$ cat src/bom_sniffing_utf16_to_utf8_assert.svh
// ----------------------------------------------------------------------------
// BOM sniffing transcoder assertion macros
// Shared concurrent check macros, compiled out when ASSERT_OFF is defined.
// ----------------------------------------------------------------------------
`ifndef BOM_SNIFFING_UTF16_TO_UTF8_ASSERT_SVH
`define BOM_SNIFFING_UTF16_TO_UTF8_ASSERT_SVH

`ifndef ASSERT_OFF
`define ASSERT_IMPLY(label, clk, rst, ante, cons) \
  label: assert property (@(posedge clk) disable iff (rst) (ante) |-> (cons)) \
    else $error("assertion failed");
`define ASSERT_NEXT(label, clk, rst, ante, cons) \
  label: assert property (@(posedge clk) disable iff (rst) (ante) |=> (cons)) \
    else $error("assertion failed");
`else
`define ASSERT_IMPLY(label, clk, rst, ante, cons)
`define ASSERT_NEXT(label, clk, rst, ante, cons)
`endif

`endif

$ cat src/bsu_pkg.sv
`timescale 1ns / 1ps
// ----------------------------------------------------------------------------
// BOM sniffing transcoder package
// Shared constants, the queued result bundle and the UTF-8 encoder.
// ----------------------------------------------------------------------------
package bsu_pkg;

  localparam int unsigned FifoDepth = 2;

  localparam logic [7:0] BOM_EF = 8'hEF;
  localparam logic [7:0] BOM_BB = 8'hBB;
  localparam logic [7:0] BOM_BF = 8'hBF;
  localparam logic [7:0] BOM_FE = 8'hFE;
  localparam logic [7:0] BOM_FF = 8'hFF;

  localparam logic [20:0] CP_REPLACEMENT = 21'h00FFFD;
  localparam logic [20:0] CP_SUPP_BASE   = 21'h010000;
  localparam logic [5:0]  HIGH_SURR_TAG  = 6'b110110;
  localparam logic [5:0]  LOW_SURR_TAG   = 6'b110111;

  // bytes[0] goes out first; cnt is 1..4
  typedef struct packed {
    logic [3:0][7:0] bytes;
    logic [2:0]      cnt;
    logic            data;
    logic            last;
  } bundle_t;

  typedef struct packed {
    logic [3:0][7:0] bytes;
    logic [2:0]      cnt;
  } enc_t;

  function automatic enc_t utf8_encode(input logic [20:0] cp);
    enc_t e;
    e = '0;
    if (cp[20:7] == '0) begin
      e.bytes[0] = cp[7:0];
      e.cnt      = 3'd1;
    end else if (cp[20:11] == '0) begin
      e.bytes[0] = {3'b110, cp[10:6]};
      e.bytes[1] = {2'b10, cp[5:0]};
      e.cnt      = 3'd2;
    end else if (cp[20:16] == '0) begin
      e.bytes[0] = {4'b1110, cp[15:12]};
      e.bytes[1] = {2'b10, cp[11:6]};
      e.bytes[2] = {2'b10, cp[5:0]};
      e.cnt      = 3'd3;
    end else begin
      e.bytes[0] = {5'b11110, cp[20:18]};
      e.bytes[1] = {2'b10, cp[17:12]};
      e.bytes[2] = {2'b10, cp[11:6]};
      e.bytes[3] = {2'b10, cp[5:0]};
      e.cnt      = 3'd4;
    end
    return e;
  endfunction

endpackage

$ cat src/bsu_in_if.sv
`timescale 1ns / 1ps
// ----------------------------------------------------------------------------
// Input byte channel
// Valid/ready channel carrying one raw file byte per word.
// ----------------------------------------------------------------------------
interface bsu_in_if;
  logic       valid;
  logic       ready;
  logic [7:0] in_byte;
  logic       is_last;

  modport source (output valid, output in_byte, output is_last, input ready);
  modport sink (input valid, input in_byte, input is_last, output ready);
endinterface

$ cat src/bsu_out_if.sv
`timescale 1ns / 1ps
// ----------------------------------------------------------------------------
// Output byte channel
// Valid/ready channel carrying one UTF-8 byte and its markers per word.
// ----------------------------------------------------------------------------
interface bsu_out_if;
  logic       valid;
  logic       ready;
  logic [7:0] out_byte;
  logic       byte_valid;
  logic       last_of_run;
  logic       end_of_text;

  modport source (output valid, output out_byte, output byte_valid,
                  output last_of_run, output end_of_text, input ready);
  modport sink (input valid, input out_byte, input byte_valid,
                input last_of_run, input end_of_text, output ready);
endinterface

$ cat src/bsu_front.sv
`timescale 1ns / 1ps
// ----------------------------------------------------------------------------
// BOM sniffing front end
// Accepts raw bytes, tracks the mark and code unit state, and builds at most
// one bundle of up to four output bytes per input byte.
// ----------------------------------------------------------------------------
module bsu_front (
  input  logic             clk,
  input  logic             rst,
  bsu_in_if.sink           rx,
  input  logic             full,
  output logic             push,
  output bsu_pkg::bundle_t push_data
);
  import bsu_pkg::*;

  typedef enum logic [1:0] {
    MODE_UNDECIDED,
    MODE_PASS,
    MODE_LE,
    MODE_BE
  } mode_t;

  mode_t       mode, mode_next;
  logic [1:0]  seen, seen_next;
  logic [15:0] held, held_next;
  logic [7:0]  first, first_next;
  logic        half, half_next;
  logic [9:0]  pbits, pbits_next;
  logic        pend, pend_next;

  logic            accept;
  logic [7:0]      b;
  logic [15:0]     unit;
  logic [3:0][7:0] raw;
  logic [2:0]      raw_cnt;
  logic            cp_en;
  logic [20:0]     cp;
  enc_t            enc;

  assign rx.ready = !full;
  assign accept   = rx.valid && !full;
  assign b        = rx.in_byte;
  assign unit     = (mode == MODE_LE) ? {b, first} : {first, b};

  always_comb begin
    mode_next  = mode;
    seen_next  = seen;
    held_next  = held;
    first_next = first;
    half_next  = half;
    pbits_next = pbits;
    pend_next  = pend;
    raw        = '0;
    raw_cnt    = 3'd0;
    cp_en      = 1'b0;
    cp         = '0;
    unique case (mode)
      MODE_UNDECIDED: begin
        if (seen == 2'd0) begin
          if (b == BOM_EF || b == BOM_FF || b == BOM_FE) begin
            held_next = {8'h00, b};
            seen_next = 2'd1;
            if (rx.is_last) begin
              raw[0]  = b;
              raw_cnt = 3'd1;
            end
          end else begin
            mode_next = MODE_PASS;
            raw[0]    = b;
            raw_cnt   = 3'd1;
          end
        end else if (seen == 2'd1) begin
          if (held[7:0] == BOM_FF && b == BOM_FE) begin
            mode_next = MODE_LE;
          end else if (held[7:0] == BOM_FE && b == BOM_FF) begin
            mode_next = MODE_BE;
          end else if (held[7:0] == BOM_EF && b == BOM_BB) begin
            held_next = {held[7:0], b};
            seen_next = 2'd2;
            if (rx.is_last) begin
              raw[0]  = held[7:0];
              raw[1]  = b;
              raw_cnt = 3'd2;
            end
          end else begin
            mode_next = MODE_PASS;
            raw[0]    = held[7:0];
            raw[1]    = b;
            raw_cnt   = 3'd2;
          end
        end else begin
          mode_next = MODE_PASS;
          if (b != BOM_BF) begin
            raw[0]  = held[15:8];
            raw[1]  = held[7:0];
            raw[2]  = b;
            raw_cnt = 3'd3;
          end
        end
      end
      MODE_PASS: begin
        raw[0]  = b;
        raw_cnt = 3'd1;
      end
      MODE_LE, MODE_BE: begin
        if (half) begin
          half_next = 1'b0;
          if (pend) begin
            pend_next = 1'b0;
            cp_en     = 1'b1;
            if (unit[15:10] == LOW_SURR_TAG) begin
              cp = CP_SUPP_BASE + {1'b0, pbits, unit[9:0]};
            end else begin
              cp = CP_REPLACEMENT;
            end
          end else if (unit[15:10] == HIGH_SURR_TAG) begin
            pbits_next = unit[9:0];
            pend_next  = 1'b1;
          end else if (unit[15:10] == LOW_SURR_TAG) begin
            cp_en = 1'b1;
            cp    = CP_REPLACEMENT;
          end else begin
            cp_en = 1'b1;
            cp    = {5'b0, unit};
          end
        end else begin
          first_next = b;
          half_next  = 1'b1;
        end
      end
      default: begin
        mode_next = MODE_UNDECIDED;
      end
    endcase

    if (rx.is_last && pend_next) begin
      cp_en = 1'b1;
      cp    = CP_REPLACEMENT;
    end
    if (rx.is_last) begin
      mode_next = MODE_UNDECIDED;
      seen_next = 2'd0;
      half_next = 1'b0;
      pend_next = 1'b0;
    end
  end

  assign enc = utf8_encode(cp);

  always_comb begin
    push_data.last  = rx.is_last;
    push_data.data  = 1'b1;
    push_data.bytes = cp_en ? enc.bytes : raw;
    push_data.cnt   = cp_en ? enc.cnt : raw_cnt;
    if (!cp_en && raw_cnt == 3'd0 && rx.is_last) begin
      push_data.bytes = '0;
      push_data.cnt   = 3'd1;
      push_data.data  = 1'b0;
    end
  end

  assign push = accept && (cp_en || raw_cnt != 3'd0 || rx.is_last);

  always_ff @(posedge clk) begin
    if (rst) begin
      mode <= MODE_UNDECIDED;
      seen <= 2'd0;
      half <= 1'b0;
      pend <= 1'b0;
    end else if (accept) begin
      mode <= mode_next;
      seen <= seen_next;
      half <= half_next;
      pend <= pend_next;
    end
  end

  always_ff @(posedge clk) begin
    if (accept) begin
      held  <= held_next;
      first <= first_next;
      pbits <= pbits_next;
    end
  end

endmodule

$ cat src/bsu_fifo.sv
`timescale 1ns / 1ps
// ----------------------------------------------------------------------------
// Bundle queue
// Short queue of result bundles between the front end and the serializer.
// ----------------------------------------------------------------------------
`include "bom_sniffing_utf16_to_utf8_assert.svh"

module bsu_fifo #(
  parameter int unsigned DEPTH = bsu_pkg::FifoDepth
) (
  input  logic             clk,
  input  logic             rst,
  input  logic             push,
  input  bsu_pkg::bundle_t push_data,
  output logic             full,
  input  logic             pop,
  output logic             empty,
  output bsu_pkg::bundle_t head
);
  import bsu_pkg::*;

  localparam int unsigned PW = (DEPTH > 1) ? $clog2(DEPTH) : 1;
  localparam int unsigned CW = $clog2(DEPTH + 1);

  bundle_t        slots [DEPTH];
  logic [PW-1:0]  wr_ptr, rd_ptr;
  logic [CW-1:0]  cnt;
  logic           do_push, do_pop;

  assign full    = (cnt == CW'(DEPTH));
  assign empty   = (cnt == '0);
  assign do_push = push && !full;
  assign do_pop  = pop && !empty;
  assign head    = slots[rd_ptr];

  always_ff @(posedge clk) begin
    if (rst) begin
      wr_ptr <= '0;
      rd_ptr <= '0;
      cnt    <= '0;
    end else begin
      if (do_push) begin
        wr_ptr <= (wr_ptr == PW'(DEPTH - 1)) ? '0 : wr_ptr + 1'b1;
      end
      if (do_pop) begin
        rd_ptr <= (rd_ptr == PW'(DEPTH - 1)) ? '0 : rd_ptr + 1'b1;
      end
      if (do_push && !do_pop) begin
        cnt <= cnt + 1'b1;
      end else if (do_pop && !do_push) begin
        cnt <= cnt - 1'b1;
      end
    end
  end

  always_ff @(posedge clk) begin
    if (do_push) begin
      slots[wr_ptr] <= push_data;
    end
  end

  `ASSERT_IMPLY(a_no_overflow, clk, rst, push, !full)
  `ASSERT_IMPLY(a_no_underflow, clk, rst, pop, !empty)
  `ASSERT_NEXT(a_push_lands, clk, rst, push && !pop, !empty)

endmodule

$ cat src/bsu_back.sv
`timescale 1ns / 1ps
// ----------------------------------------------------------------------------
// Byte serializer
// Walks the head bundle one byte per word and marks run and stream ends.
// ----------------------------------------------------------------------------
`include "bom_sniffing_utf16_to_utf8_assert.svh"

module bsu_back (
  input  logic             clk,
  input  logic             rst,
  input  bsu_pkg::bundle_t head,
  input  logic             empty,
  output logic             pop,
  bsu_out_if.source        tx
);
  import bsu_pkg::*;

  logic [1:0] idx;
  logic       final_byte;

  assign final_byte     = ({1'b0, idx} + 3'd1) == head.cnt;
  assign tx.valid       = !empty;
  assign tx.out_byte    = head.bytes[idx];
  assign tx.byte_valid  = head.data;
  assign tx.last_of_run = final_byte;
  assign tx.end_of_text = final_byte && head.last;
  assign pop            = tx.valid && tx.ready && final_byte;

  always_ff @(posedge clk) begin
    if (rst) begin
      idx <= 2'd0;
    end else if (tx.valid && tx.ready) begin
      idx <= final_byte ? 2'd0 : idx + 2'd1;
    end
  end

  `ASSERT_NEXT(a_run_continues, clk, rst, tx.valid && tx.ready && !tx.last_of_run, tx.valid)
  `ASSERT_IMPLY(a_bare_marker, clk, rst, tx.valid && !tx.byte_valid, tx.end_of_text && idx == 2'd0)
  `ASSERT_IMPLY(a_idx_in_run, clk, rst, tx.valid, ({1'b0, idx} < head.cnt))

endmodule

$ cat src/bom_sniffing_utf16_to_utf8.sv
`timescale 1ns / 1ps
// Timing: an item's first result byte is offered in the cycle after the byte is taken,
//   when the bundle queue and the serializer are idle.
// Throughput: one input byte per cycle while the bundle queue has room; output runs
//   at one byte per cycle while the sink is ready; an item yields up to 4 bytes.
// Sustained UTF-16 rate is set by the serializer: 2 input bytes yield up to 3 output bytes.
// Reset: synchronous active-high rst empties the queue and starts a new stream.
// ----------------------------------------------------------------------------
// BOM sniffing UTF-16 to UTF-8 transcoder
// Front end classifies bytes into result bundles, a queue decouples it from
// the serializer that drives the output channel.
// ----------------------------------------------------------------------------
module bom_sniffing_utf16_to_utf8 #(
  parameter int unsigned FIFO_DEPTH = bsu_pkg::FifoDepth
) (
  input  logic      clk,
  input  logic      rst,
  bsu_in_if.sink    rx,
  bsu_out_if.source tx
);
  import bsu_pkg::*;

  logic    push, full, pop, empty;
  bundle_t push_data, head;

  bsu_front u_front (
    .clk       (clk),
    .rst       (rst),
    .rx        (rx),
    .full      (full),
    .push      (push),
    .push_data (push_data)
  );

  bsu_fifo #(
    .DEPTH (FIFO_DEPTH)
  ) u_fifo (
    .clk       (clk),
    .rst       (rst),
    .push      (push),
    .push_data (push_data),
    .full      (full),
    .pop       (pop),
    .empty     (empty),
    .head      (head)
  );

  bsu_back u_back (
    .clk   (clk),
    .rst   (rst),
    .head  (head),
    .empty (empty),
    .pop   (pop),
    .tx    (tx)
  );

endmodule
$ cat src/flat_wrapper.sv
// flat-port wrapper written by rule: the top's interface ports become plain ports
module bom_sniffing_utf16_to_utf8_flat import bsu_pkg::*;
#(
  parameter int unsigned FIFO_DEPTH = bsu_pkg::FifoDepth
)
  (clk, rst, rx_valid, rx_in_byte, rx_is_last, rx_ready, tx_valid, tx_out_byte, tx_byte_valid, tx_last_of_run, tx_end_of_text, tx_ready);
  bsu_in_if rx_i ();
  bsu_out_if tx_i ();
  input  logic clk;
  input  logic rst;
  input wire logic [$bits(rx_i.valid)-1:0] rx_valid;
  input wire logic [$bits(rx_i.in_byte)-1:0] rx_in_byte;
  input wire logic [$bits(rx_i.is_last)-1:0] rx_is_last;
  output wire logic [$bits(rx_i.ready)-1:0] rx_ready;
  output wire logic [$bits(tx_i.valid)-1:0] tx_valid;
  output wire logic [$bits(tx_i.out_byte)-1:0] tx_out_byte;
  output wire logic [$bits(tx_i.byte_valid)-1:0] tx_byte_valid;
  output wire logic [$bits(tx_i.last_of_run)-1:0] tx_last_of_run;
  output wire logic [$bits(tx_i.end_of_text)-1:0] tx_end_of_text;
  input wire logic [$bits(tx_i.ready)-1:0] tx_ready;
  assign rx_i.valid = rx_valid;
  assign rx_i.in_byte = rx_in_byte;
  assign rx_i.is_last = rx_is_last;
  assign rx_ready = rx_i.ready;
  assign tx_valid = tx_i.valid;
  assign tx_out_byte = tx_i.out_byte;
  assign tx_byte_valid = tx_i.byte_valid;
  assign tx_last_of_run = tx_i.last_of_run;
  assign tx_end_of_text = tx_i.end_of_text;
  assign tx_i.ready = tx_ready;
  bom_sniffing_utf16_to_utf8 #(.FIFO_DEPTH(FIFO_DEPTH)) u_core (.clk(clk), .rst(rst), .rx(rx_i), .tx(tx_i));
endmodule
$ cat config.mk
export PLATFORM = sky130hd
export DESIGN_NAME = bom_sniffing_utf16_to_utf8_flat
export DESIGN_NICKNAME = d
export VERILOG_FILES = /design/src/bsu_pkg.sv /design/src/bsu_in_if.sv /design/src/bsu_out_if.sv /design/src/bsu_front.sv /design/src/bsu_fifo.sv /design/src/bsu_back.sv /design/src/bom_sniffing_utf16_to_utf8.sv /design/src/flat_wrapper.sv
export VERILOG_INCLUDE_DIRS = /design/src /design/src/src
export SDC_FILE = /design/constraint.sdc
export NUM_CORES = 1
export LEC_CHECK = 0
export BUFFER_PORTS_ARGS = -buffer_cell sky130_fd_sc_hd__buf_2
export CAP_MARGIN = 25
export CORE_MARGIN = 2
export CORE_UTILIZATION = 40
export DETAILED_ROUTE_END_ITERATION = 10
export GPL_ROUTABILITY_DRIVEN = 0
export RECOVER_POWER = 25
export SETUP_SLACK_MARGIN = 0.15
export SYNTH_ARGS = -nofsm -noshare
export SYNTH_HDL_FRONTEND = slang
export SYNTH_SLANG_ARGS = --single-unit
export TNS_END_PERCENT = 10
$ cat constraint.sdc
create_clock -name clk -period 5.3 [get_ports clk]
set_input_delay 0.795 -clock clk [delete_from_list [all_inputs] [get_ports clk]]
set_output_delay 0.795 -clock clk [all_outputs]
set_load 0.05 [all_outputs]
### After elaboration in Yosys (flattened, before gate mapping)

Memories as Yosys holds them, arrays and structs flattened. A register that Yosys moved wholly into a read port is not among the register bits.
Index checks and enable logic that the tools add are counted.

| word-level totals | value |
|---|---|
| register bits | 46 |
| bits in writable memories | 74 |
| output and inout port bits | 13 |
| word-level logic and storage cells | 178 |
| memories kept | 1 |

Memories:

| memory | words | bits a word | rd ports | clocked after memory_dff | wr ports | RTL line | RTL |
|---|---|---|---|---|---|---|---|
| u_core.u_fifo.slots | 2 | 37 | 1 | 1 | 1 | bsu_fifo.sv:25 | `bundle_t slots [DEPTH];` |

| operators by class | value |
|---|---|
| $add $sub $neg | 7 |
| magnitude comparators | 1 |
| equal/unequal tests | 24 |
| multiplexer cells | 86 |
| bitwise logic cells | 2 |
| reductions and logical operators | 46 |

Operators with widths:

| operator | number |
|---|---|
| two-way mux 16 bit | 17 |
| two-way mux 21 bit | 5 |
| == test 8 bit, second input constant | 7 |
| two-way mux 24 bit | 2 |
| two-way mux 8 bit | 6 |
| two-way mux 2 bit | 21 |
| two-way mux 36 bit | 1 |
| two-way mux 32 bit | 1 |
| two-way mux 25 bit | 1 |
| adder 17 x 20 -> 21 bit, first input constant | 1 |
| two-way mux 3 bit | 7 |
| two-way mux 1 bit | 20 |
| two-way mux 19 bit | 1 |
| binary-select mux 8 bit (select 2 bit) | 1 |
| case mux 8 bit (2 select lines) | 1 |
| logical AND 1 bit | 15 |
| logical NOT 14 bit | 1 |
| AND reduction 7 bit | 2 |
| == test 6 bit, second input constant | 2 |
| two-way mux 11 bit | 1 |
| logical NOT 10 bit | 1 |
| nonzero test 2 bit | 5 |
| inequality test 3 bit, second input constant | 3 |
| nonzero test 3 bit | 3 |
| 25 further kinds | 41 |

### Logic depth before layout (Yosys ltp)

| depth | value |
|---|---|
| word-level depth | 17 |
| gate-level depth with buffers | 13 |

### Modules after synthesis

From an unflattened synthesis, not the netlist that was laid out.

| unflattened totals | value |
|---|---|
| cells, all modules | 612 |
| area, all modules | 6682.7 um^2 |

Modules (own cells, without submodules):

| module | instances | cells an instance | area an instance (um^2) |
|---|---|---|---|
| bsu_front | 1 | 443 | 3438.3 |
| bsu_fifo | 1 | 140 | 2884.0 |
| bsu_back | 1 | 29 | 360.3 |

### Worst setup path before layout

OpenSTA, ideal clock, no wires.

| timing path | value |
|---|---|
| path kind | input to register |
| from | input port rx_in_byte[6] |
| to | memory u_core.u_fifo.slots[0][0] (netlist bit), enable pin |
| library setup time | 427 ps |
| arrival | 3588 ps |
| required time | 4873 ps |
| slack | 1285 ps |
| stages | 9 |
| buffers on the path | 2 |
| cells stage by stage | buf_2 > and4b_1 > a32oi_2 > buf_4 > o31a_1 > o22ai_4 > o21ai_2 > o41ai_4 > nor2_1 |

| between the ends | value |
|---|---|
| longest elaborated chain between the ends | 15 |
| elaborated cells on any way between the ends | 37 |
| those cells by class | eq/ne: 6; mux: 20; reduce/logical: 11 |

RTL lines:

| what | RTL line | RTL |
|---|---|---|
| start, declared | flat_wrapper.sv:12 | `input wire logic [$bits(rx_i.in_byte)-1:0] rx_in_byte;` |
| == test 8 bit | bsu_front.sv:78 | `end else if (held[7:0] == BOM_EF && b == BOM_BB) begin` |
| logical AND 1 bit | bsu_front.sv:78 |  |
| two-way mux 3 bit | bsu_front.sv:78 |  |
| two-way mux 3 bit | bsu_front.sv:76 | `end else if (held[7:0] == BOM_FE && b == BOM_FF) begin` |
| two-way mux 3 bit | bsu_front.sv:74 | `if (held[7:0] == BOM_FF && b == BOM_FE) begin` |
| two-way mux 3 bit | bsu_front.sv:73 | `end else if (seen == 2'd1) begin` |
| two-way mux 3 bit | bsu_front.sv:60 | `if (seen == 2'd0) begin` |
| case mux 3 bit (2 select lines) | bsu_front.sv:58 | `unique case (mode)` |
| nonzero test 3 bit | bsu_front.sv:163 | `assign push = accept && (cp_en \|\| raw_cnt != 3'd0 \|\| rx.is_last);` |
| logical OR 1 bit * (2 in a row) | bsu_front.sv:163 |  |
| logical AND 1 bit * | bsu_front.sv:163 |  |
| logical AND 1 bit * | bsu_fifo.sv:32 | `assign do_push = push && !full;` |
| two-way mux 1 bit * | bsu_fifo.sv:57 | `if (do_push) begin` |
| two-way mux 1 bit (implied by the code) * | bsu_fifo.sv:58 | `slots[wr_ptr] <= push_data;` |
| end, declared | bsu_fifo.sv:25 |  |

Mark *: on every way between the ends. The rest lies on a longest branch, timed or not.

==> metrics list <==
- Status: finished clean
- Setup crit start kind: flip-flop
- Cell chain of the critical path: clkbuf_1 -> nand2b_1 -> a32oi_1 -> mux2_2 -> o221ai_2 -> nand4_1 -> o211ai_1 -> a31oi_1 -> nor3_1
* Internal reg-to-reg setup slack: 0.99 ns
- Total clock sinks: 117
- Headroom to the max-slew limit: 4.14%
- The worst register-to-register path ends at u_core.u_fifo.slots[1][7]$_DFFE_PP_.
* Length in cells of the worst reg-to-reg path: 9
- TritonCTS built the clock tree.
- Row generation in the floorplan step produced 45 rows.
- Number of slew-limit violations in the final report: 0
* Vias in the first global route: 4,497
- Number of distinct library cells after synthesis: 77
- Antenna violations before repair: 0
- Inserted Clock Buffers: 17
- Part of the cycle the worst path needs: 81.3%
- Post-synth net total: 564
* Worst clock skew: 0.0165 ns
- Along the worst path, the maximum fanout reaches 15.
- For this run, the leading register cell type out of synthesis is sky130_fd_sc_hd__edfxtp_1.
- Sequential cells were found to cover 53.7% of the synthesized design area.
* Die area: 16,800 um^2
- Transition at the pin with the smallest max-transition slack: 1.44 ns
- Number of placed I/O pins: 26
* Min-Delay Path Class: reg2reg
- Pin count of the biggest net entering global routing: 36
* DIE HEIGHT: 130 um
- After detailed routing, the average wire length per cell comes to 20.4 um.
- Count of buffers added by post-CTS timing repair for setup: 0
* Share of cells above drive strength 1: 15.7%
* Cell taking the most area after synthesis: sky130_fd_sc_hd__edfxtp_1
- After filler insertion, the fill cell instance count of the layout stands at 1,407.
- Unrepaired setup endpoints after global routing: no
- The mapped netlist covers 6300 um^2.
- The cell count after synthesis came out at 548.
- Antenna Cells: 0
- In this run the critical register-to-register path is launched from u_core.u_front.mode[0]$_SDFFE_PP0P_.
* Worst-Skew Late Latency: 0.42 ns
- From synthesis to final layout, the design area changed by 13.2%.
* Area of the core: 15,300 um^2
- First-pass GRT wire length: 25,200 um
- Fraction of synthesis flops using an asynchronous set or reset pin: 0%
- Post_cts resized: 0
* Number of stages on the worst hold path: 2
- The number of hold buffers added after CTS was 0.
- Crit path max-delay cell type: sky130_fd_sc_hd__a32oi_1
* Max Cap Violations: 0
- Once detailed placement completed, the half-perimeter wirelength came to 11,100 um.
* I/O Buffers: 25
- For this run, the number of Yosys warnings is 0.
- The worst hold path begins at u_core.u_fifo.rd_ptr$_SDFFE_PP0P_.
- In this run the remaining antenna-violating nets after routing total 0.
* Worst IR drop on VDD: 0.255 mV
* Maximum clock frequency: 232 MHz
- Register bit count reported by yosys: 117
* Ranking of synthesized cells by area: sky130_fd_sc_hd__edfxtp_1 (50%), sky130_fd_sc_hd__mux4_2 (5.0%), sky130_fd_sc_hd__dfxtp_1 (4.1%), sky130_fd_sc_hd__nor2_1 (2.9%), sky130_fd_sc_hd__nand2_1 (2.7%)
- Buffer levels on the longest clock path: 2
- In this run the static leakage power is 0.00243 uW.
* Average cell area after synthesis: 11.5 um^2
- Routed via count: 4,799
* Min Tclk post-route: 4.31 ns
- Setup TNS Final: 0 ns
- The net count of the finished layout is 578.
- The H-tree generated during clock tree synthesis spans 4 levels.
- At the worst endpoint, the arrival time is 4.51 ns.
- Power spread over the standard cell area amounts to 420 nW/um^2.
- Total congestion overflow after global routing: 0
- Violation count after the first detailed-routing iteration: 776
* Hold Worst Slack: 0.502 ns
- For this configuration, the core starts out at a cell density of 41.2%.
- Using the TritonRoute via totals, the vias-per-cell ratio works out to 6.11.
* Crit path buf inv count: 1
- For this run, the detailed router's first-pass iteration total came to 9.
- Of the post-synthesis cell area, the dominant cell type holds 49.5%.
- Clock-pin slew was measured on the worst setup and hold paths at 0.06 ns.
- Critical path class: reg2reg
* Die width: 130 um
- Tot GR Track Use: 20.1%
* Number of remaining DRC errors: 0
- In this run, synthesis inferred 104 flip-flops with an integrated enable.
- Power consumption: 3000 uW
- Commonest cells in the synthesized netlist: sky130_fd_sc_hd__edfxtp_1 (104), sky130_fd_sc_hd__nor2_1 (49), sky130_fd_sc_hd__nand2_1 (46)
* WP data required: 5.50 ns
- The routed design has 16,000 um of wire.
- Largest incremental delay on the critical path: 0.96 ns
- Critical path's top delay family: compound AO/OA/AOI/OAI gates
- Most frequently used cell type in the post-synthesis netlist: sky130_fd_sc_hd__edfxtp_1
* Root Buffer: sky130_fd_sc_hd__clkbuf_16
- Critical Path End Type: flip-flop
* Total of endpoints with negative setup slack in the final report: 0
- Number of hold violations in the final report: 0
==> area by class of cell <==
cell class	instances	area (um^2)	share of cell area, %
Tap cell	211	264	3.70
Clock buffer	19	433	6.07
Clock inverter	13	155	2.17
Multi-Input combinational cell	376	2670	37.4
Timing Repair Buffer	34	171	2.40
Inverter	16	60.1	0.842
Sequential cell	117	3380	47.4
==> logic make-up (layout without fill, tap and decap cells) <==
logic type               count (synthesis)  after routing  share of synthesized area (%)
AO/OA/AOI/OAI                          144            144                           16.7
XOR/XNOR                                10             10                           1.39
AND/OR/NAND/NOR                        176            176                           14.0
adder cells (fa/ha/maj)                  3              3                          0.595
multiplexers                            43             43                           9.84
buffers and inverters                   55             82                           3.79
flip-flops                             117            117                           53.7
==> through the flow <==
stage	area, um^2	worst slack (ns)	util [%]	std cells
floorplan	6300	1.28	-	548
global placement	6590	1.43	43.0	753
detailed placement	6590	1.35	43.1	754
CTS	7180	1.57	46.9	786
global route	7130	0.658	46.6	786
finish	7130	0.990	46.6	786
==> worst max-delay path by stage <==
stage,startpoint,to,slack [ns],depth (start not counted)
CTS,u_core.u_front.mode[0]$_SDFFE_PP0P_,u_core.u_fifo.cnt[1]$_SDFFE_PP0P_,1.57,11
global placement,rx_in_byte[1],u_core.u_fifo.cnt[1]$_SDFFE_PP0P_,1.43,11
floorplan,rx_in_byte[6],u_core.u_fifo.slots[0][0]$_DFFE_PP_,1.28,9
global route,u_core.u_front.mode[0]$_SDFFE_PP0P_,u_core.u_fifo.slots[1][7]$_DFFE_PP_,0.66,9
detailed placement,rx_in_byte[5],u_core.u_fifo.slots[1][7]$_DFFE_PP_,1.35,9
finish,u_core.u_front.mode[0]$_SDFFE_PP0P_,u_core.u_fifo.slots[1][7]$_DFFE_PP_,0.99,9
==> worst min-delay path, cell delays in order (launching register included) <==
cell and delay [ns]:
sky130_fd_sc_hd__dfxtp_1 0.32, sky130_fd_sc_hd__xor2_1 0.08, sky130_fd_sc_hd__nor2_1 0.07
==> cell usage in the layout, fill, tap and decap left out, types with 15 or more instances in the layout <==
cell type,count
sky130_fd_sc_hd__edfxtp_1,104
sky130_fd_sc_hd__nor2_1,47
sky130_fd_sc_hd__nand2_1,46
sky130_fd_sc_hd__a21oi_1,31
sky130_fd_sc_hd__o21ai_0,22
sky130_fd_sc_hd__mux2i_1,17
sky130_fd_sc_hd__clkbuf_16,17
sky130_fd_sc_hd__inv_1,15
sky130_fd_sc_hd__clkbuf_1,15
==> state kept, by name, indices dropped and copies added, names as in the netlist, 2 cells and up, named ones only <==
signal,flops
u_core.u_front.pbits,10
u_core.u_back.idx,2
u_core.u_front.seen,2
u_core.u_front.mode,2
u_core.u_front.held,16
u_core.u_fifo.cnt,2
u_core.u_front.first,8
u_core.u_fifo.slots,70
==> power by group <==
part / internal, uW / leakage [uW] / total, uW / switching (uW)
clock: 735 / 0.000276 / 1140 / 409
sequential: 1140 / 0.00106 / 1200 / 66.1
combinational: 223 / 0.00110 / 650 / 426
total: 2100 / 0.00243 / 3000 / 901
==> metal layers <==
metal / GRT usage (%) / share of wire (%)
met3: 5.90 / 8.1
met1: 27.6 / 44
met5: 0 / 0
met4: 8.35 / 3.8
met2: 29.9 / 44
(Power assumes the default switching activity.)
